## src/hdl/sa_lru_ram.sv

```systemverilog
`timescale 1ns / 1ps
// ----------------------------------------------------------------------------
// sa_lru_ram
// Generic single-write, single-read RAM with registered read data.
// ----------------------------------------------------------------------------
module sa_lru_ram #(
  parameter int WIDTH = 8,
  parameter int DEPTH = 16
) (
  input  logic                                    clk,
  input  logic                                    we,
  input  logic [(DEPTH > 1 ? $clog2(DEPTH) : 1)-1:0] waddr,
  input  logic [WIDTH-1:0]                        wdata,
  input  logic                                    re,
  input  logic [(DEPTH > 1 ? $clog2(DEPTH) : 1)-1:0] raddr,
  output logic [WIDTH-1:0]                        rdata
);

  logic [WIDTH-1:0] mem [DEPTH];

  always_ff @(posedge clk) begin
    if (we) begin
      mem[waddr] <= wdata;
    end
    if (re) begin
      rdata <= mem[raddr];
    end
  end

endmodule

```

## config.mk

```make
export PLATFORM = sky130hd
export DESIGN_NAME = sa_lru_ram
export DESIGN_NICKNAME = d
export VERILOG_FILES = /design/src/hdl/sa_lru_ram.sv
export SDC_FILE = /design/constraint.sdc
export NUM_CORES = 1
export LEC_CHECK = 0
export ABC_CLOCK_PERIOD_IN_PS = 2400
export CORE_ASPECT_RATIO = 0.6
export CORE_MARGIN = 5
export CORE_UTILIZATION = 35
export DETAILED_ROUTE_END_ITERATION = 8
export DONT_BUFFER_PORTS = 1
export GPL_ROUTABILITY_DRIVEN = 0
export PLACE_DENSITY = 0.58
export SKIP_CTS_REPAIR_TIMING = 1
export SYNTH_ARGS = -nofsm -noshare
export SYNTH_HDL_FRONTEND = slang
export SYNTH_SLANG_ARGS = --single-unit
export TNS_END_PERCENT = 1
```

## constraint.sdc

```tcl
create_clock -name clk -period 2.4 [get_ports clk]
set_clock_uncertainty 0.1 [all_clocks]
set_input_delay 0.48 -clock clk [delete_from_list [all_inputs] [get_ports clk]]
set_output_delay 0.48 -clock clk [all_outputs]
set_load 0.02 [all_outputs]
```

Yosys cells after proc, flatten, opt, wreduce, memory -nomap -nowiden
Memory sizes are Yosys's and may differ from the RTL's. A register that Yosys moved wholly into a read port is not among the register bits.
Index checks and enable logic that the tools add are counted.

word-level totals
  flip-flop bits (word level) = 0
  memory bits (writable) = 128
  input port bits = 19
  output and inout port bits = 8
  logic and storage cells = 3
  memories kept = 1

memory list
  name  words  bits a word  rd ports  clocked after Yosys merged registers in  write ports  line  source
  mem   16     8            1         1                                        1            19    logic [WIDTH-1:0] mem [DEPTH];

cells by class
  mux-type cells = 2

operator list
  kind              count
  2-to-1 mux 1 bit  2

Depth between registers and ports, before layout
  depth in word-level cells = 2
  depth in mapped cells = 5
  gate-level depth less buffers = 3

Worst setup path before layout
Ideal clock, no wire load.

  kind = input -> register
  from = input port waddr[2] (netlist bit)
  to = memory mem[0][0] (enable)
  setup time = 0.383 ns
  data arrival time = 1.590 ns
  required time = 1.917 ns
  setup slack = 0.327 ns
  cell stages on the path = 2
  path buffers = 0
  path through = or3b_2 -> nor3_1

RTL lines
  element          line  source
  start, declared  12    input logic [(DEPTH > 1 ? $clog2(DEPTH) : 1)-1:0] waddr,
  end, declared    19

Straight into the memory's write port.

==> flow_metrics.tcl <==
set metrics [dict create \
    power_mw 5.35 \
    port_buffers 0 \
    seqPwrFrac_pct 50.7 \
    cts_tree "yes" \
    hold_depth 0 \
    num_antenna_cells 0 \
    drive_above_1_share_pct 26.1 \
    grt_overflow 0 \
    area_growth_pct 17.3 \
    synthFlopType "edfxtp_1" \
    die_y_um 105 \
    num_rows 34 \
    ant_nets 0 \
    rsz0062_at_grt "no" \
    fin_setup_tns_ns 0 \
    grt_antenna_before_repair 0 \
    final_nets 279 \
    tightest_slew_ns 0.436 \
    syn_inst 229 \
    reg2reg_depth 3 \
    start_kind "flip-flop" \
    cts_buffer_depth 2 \
    setup_viol 0 \
    mappedNetlistNets 248 \
    irDropWorstVdd_mv 0.429 \
    grt_pass1_vias 2498 \
    r2r-start "mem[7][4]" \
    cp-endpoint "rdata[4]" \
    grt_pass1_wl_um 16300 \
    numCtsBuffers 17 \
    boundaryPins 27 \
    critPathMaxFanout 1 \
    cp_cell_sequence "mux4_2 > a22oi_1 > nand2_1" \
    syn_area_um2 5230 \
    placed_cells 439 \
    outcome "finished, final reports clean" \
    seq_area_frac_synth_pct 78.1 \
    initial_core_util_pct 35.9 \
    relSlewSlack_pct 70.9 \
    yosys_warnings 0 \
    fin_crit_sh_pct 65.5 \
    required_ns 2.44 \
    r2r-end "rdata[4]" \
    synth_edf_count 136 \
    p_leak_nw 1.99 \
    synth_seq_cells 136 \
    critPathKind "flip-flop to flip-flop" \
    arrival_ns 1.62 \
    power_frac_clock_pct 46.5 \
    clk_latency_ns 0.41 \
    synth.distinct_cells 18 \
    fill_cells 1268 \
    critPathMaxStageDelay_ns 0.54 \
    clock_sinks 136 \
    ff2ff_setup_slack_ns 0.83 \
    hold_path_class "primary input to flip-flop" \
    postSynthAreaPerCell_um2 22.8 \
    critPathCaptureType "flip-flop" \
    h-tree-depth 4 \
    maxCapViolCount 0 \
    multiInputGateArea_um2 1060 \
    avgViaCountPerCell 5.17 \
    p_sw_mw 1.06 \
    crit_start "mem[7][4]" \
    async_reset_ff_share_pct 0 \
    dieArea_um2 17600 \
    drt_iter0_drc 196 \
    layoutNonFillerInstCount 470 \
    mostFrequentLayoutCell "edfxtp_1" \
    drtPass1Iterations 4 \
    most-common-layout-cells "edfxtp_1, buf_4, mux4_2" \
    clk_pin_slew_ns 0.06 \
    hpwl_um 7110 \
    finalHoldViolCount 0 \
    fin_crit_ns 1.57 \
    seq_area_um2 4080 \
    comb_power_share_pct 2.8 \
    drc_errors 0 \
    grt_max_degree 33 \
    internal_power_mw 4.29 \
    fmax_mhz 636 \
    drt-total-wl_um 10700 \
    core_um2 14500 \
    track_usage_pct 12.9 \
    power_density_nw_per_um2 874 \
    die_w_um 168 \
    critical_path.slowest_cell "mux4_2" \
    switching_share_pct 19.9 \
    clockRootBuffer "clkbuf_16" \
    vias 2429 \
    maxSlewViolCount 0 \
    routedWlPerCell_um 22.8 \
]
[layout make-up]
class | instances | share of cell area, %
clock buffers | 17 | 6.94
clock inverters | 14 | 2.45
multi-input cells | 83 | 17.2
flip-flops and latches | 136 | 66.6
well taps | 198 | 4.04
repair buffers | 22 | 2.69
[worst max-delay path: cells and delay by family (launching register included)]
family             cells  cell delay [ns]
AOI/OAI and AO/OA      1             0.22
muxes                  1             0.54
and+or+nand+nor        1             0.10
DFF                    1             0.35
[synth_stat cells (2+ instances only)]
cell type,number,share of area [%]
clkdlybuf4s25_2,3,0.57
nand2b_1,2,0.24
nand2_1,9,0.65
mux4_2,18,7.8
nand3b_1,2,0.29
buf_6,3,0.65
nor3_1,4,0.38
edfxtp_1,136,78
mux4_1,14,7.0
buf_2,3,0.29
nor2_1,13,0.93
a22oi_1,16,2.3
[per-layer routing]
| metal | vias to the layer above | share of wire [%] | global-route usage [%] |
|---|---|---|---|
| met1 | 1283 | 47 | 19.6 |
| li1 | 1048 | - | - |
| met2 | 92 | 44 | 17.9 |
| met5 | - | 0 | 0 |
| met4 | 0 | 0.54 | 4.34 |
| met3 | 6 | 8.2 | 3.85 |
[through the flow]
stage / utilization, % / hold WS [ns] / setup slack [ns] / instance area, µm²
2_1_floorplan: - / 0.479 / 0.327 / 5230
3_3_place_gp: 38.2 / 0.480 / 0.665 / 5550
3_5_place_dp: 38.2 / 0.480 / 0.655 / 5550
4_1_cts: 42.1 / 0.0489 / 0.823 / 6130
5_1_grt: 42.1 / 0.0456 / 0.742 / 6130
6_report: 42.1 / 0.0686 / 0.827 / 6130
[worst min path at each step]
stage / slack (ns) / start / end
floorplan: 0.48 / wdata[0] / mem[0][0]
global placement: 0.48 / wdata[5] / mem[14][5]
detailed placement: 0.48 / wdata[5] / mem[15][5]
CTS: 0.05 / wdata[4] / mem[6][4]
global route: 0.05 / wdata[2] / mem[13][2]
finish: 0.07 / wdata[4] / mem[4][4]
[power by group through the flow]
| stage | Clock, mW | Sequential [mW] | Combinational (mW) |
|---|---|---|---|
| after floorplan | 0 | 2.75 | 0.135 |
| after global placement | 0 | 2.76 | 0.149 |
| after detailed placement | 0 | 2.76 | 0.151 |
| after CTS | 2.53 | 2.71 | 0.152 |
| after global routing | 2.66 | 2.72 | 0.162 |
| final | 2.49 | 2.71 | 0.150 |
[state kept, by name (all words and copies together), names as in the netlist]
register and cells:
rdata 8, mem 128
[cells by family after synthesis]
logic type | Yosys count | share of synthesized area [%]
AO/OA/AOI/OAI | 16 | 2.30
buffers and inverters | 10 | 1.65
flip-flops | 136 | 78.1
multiplexers | 32 | 14.8
AND/OR/NAND/NOR | 35 | 3.14
Note: power is estimated with default switching activity, not from simulation.
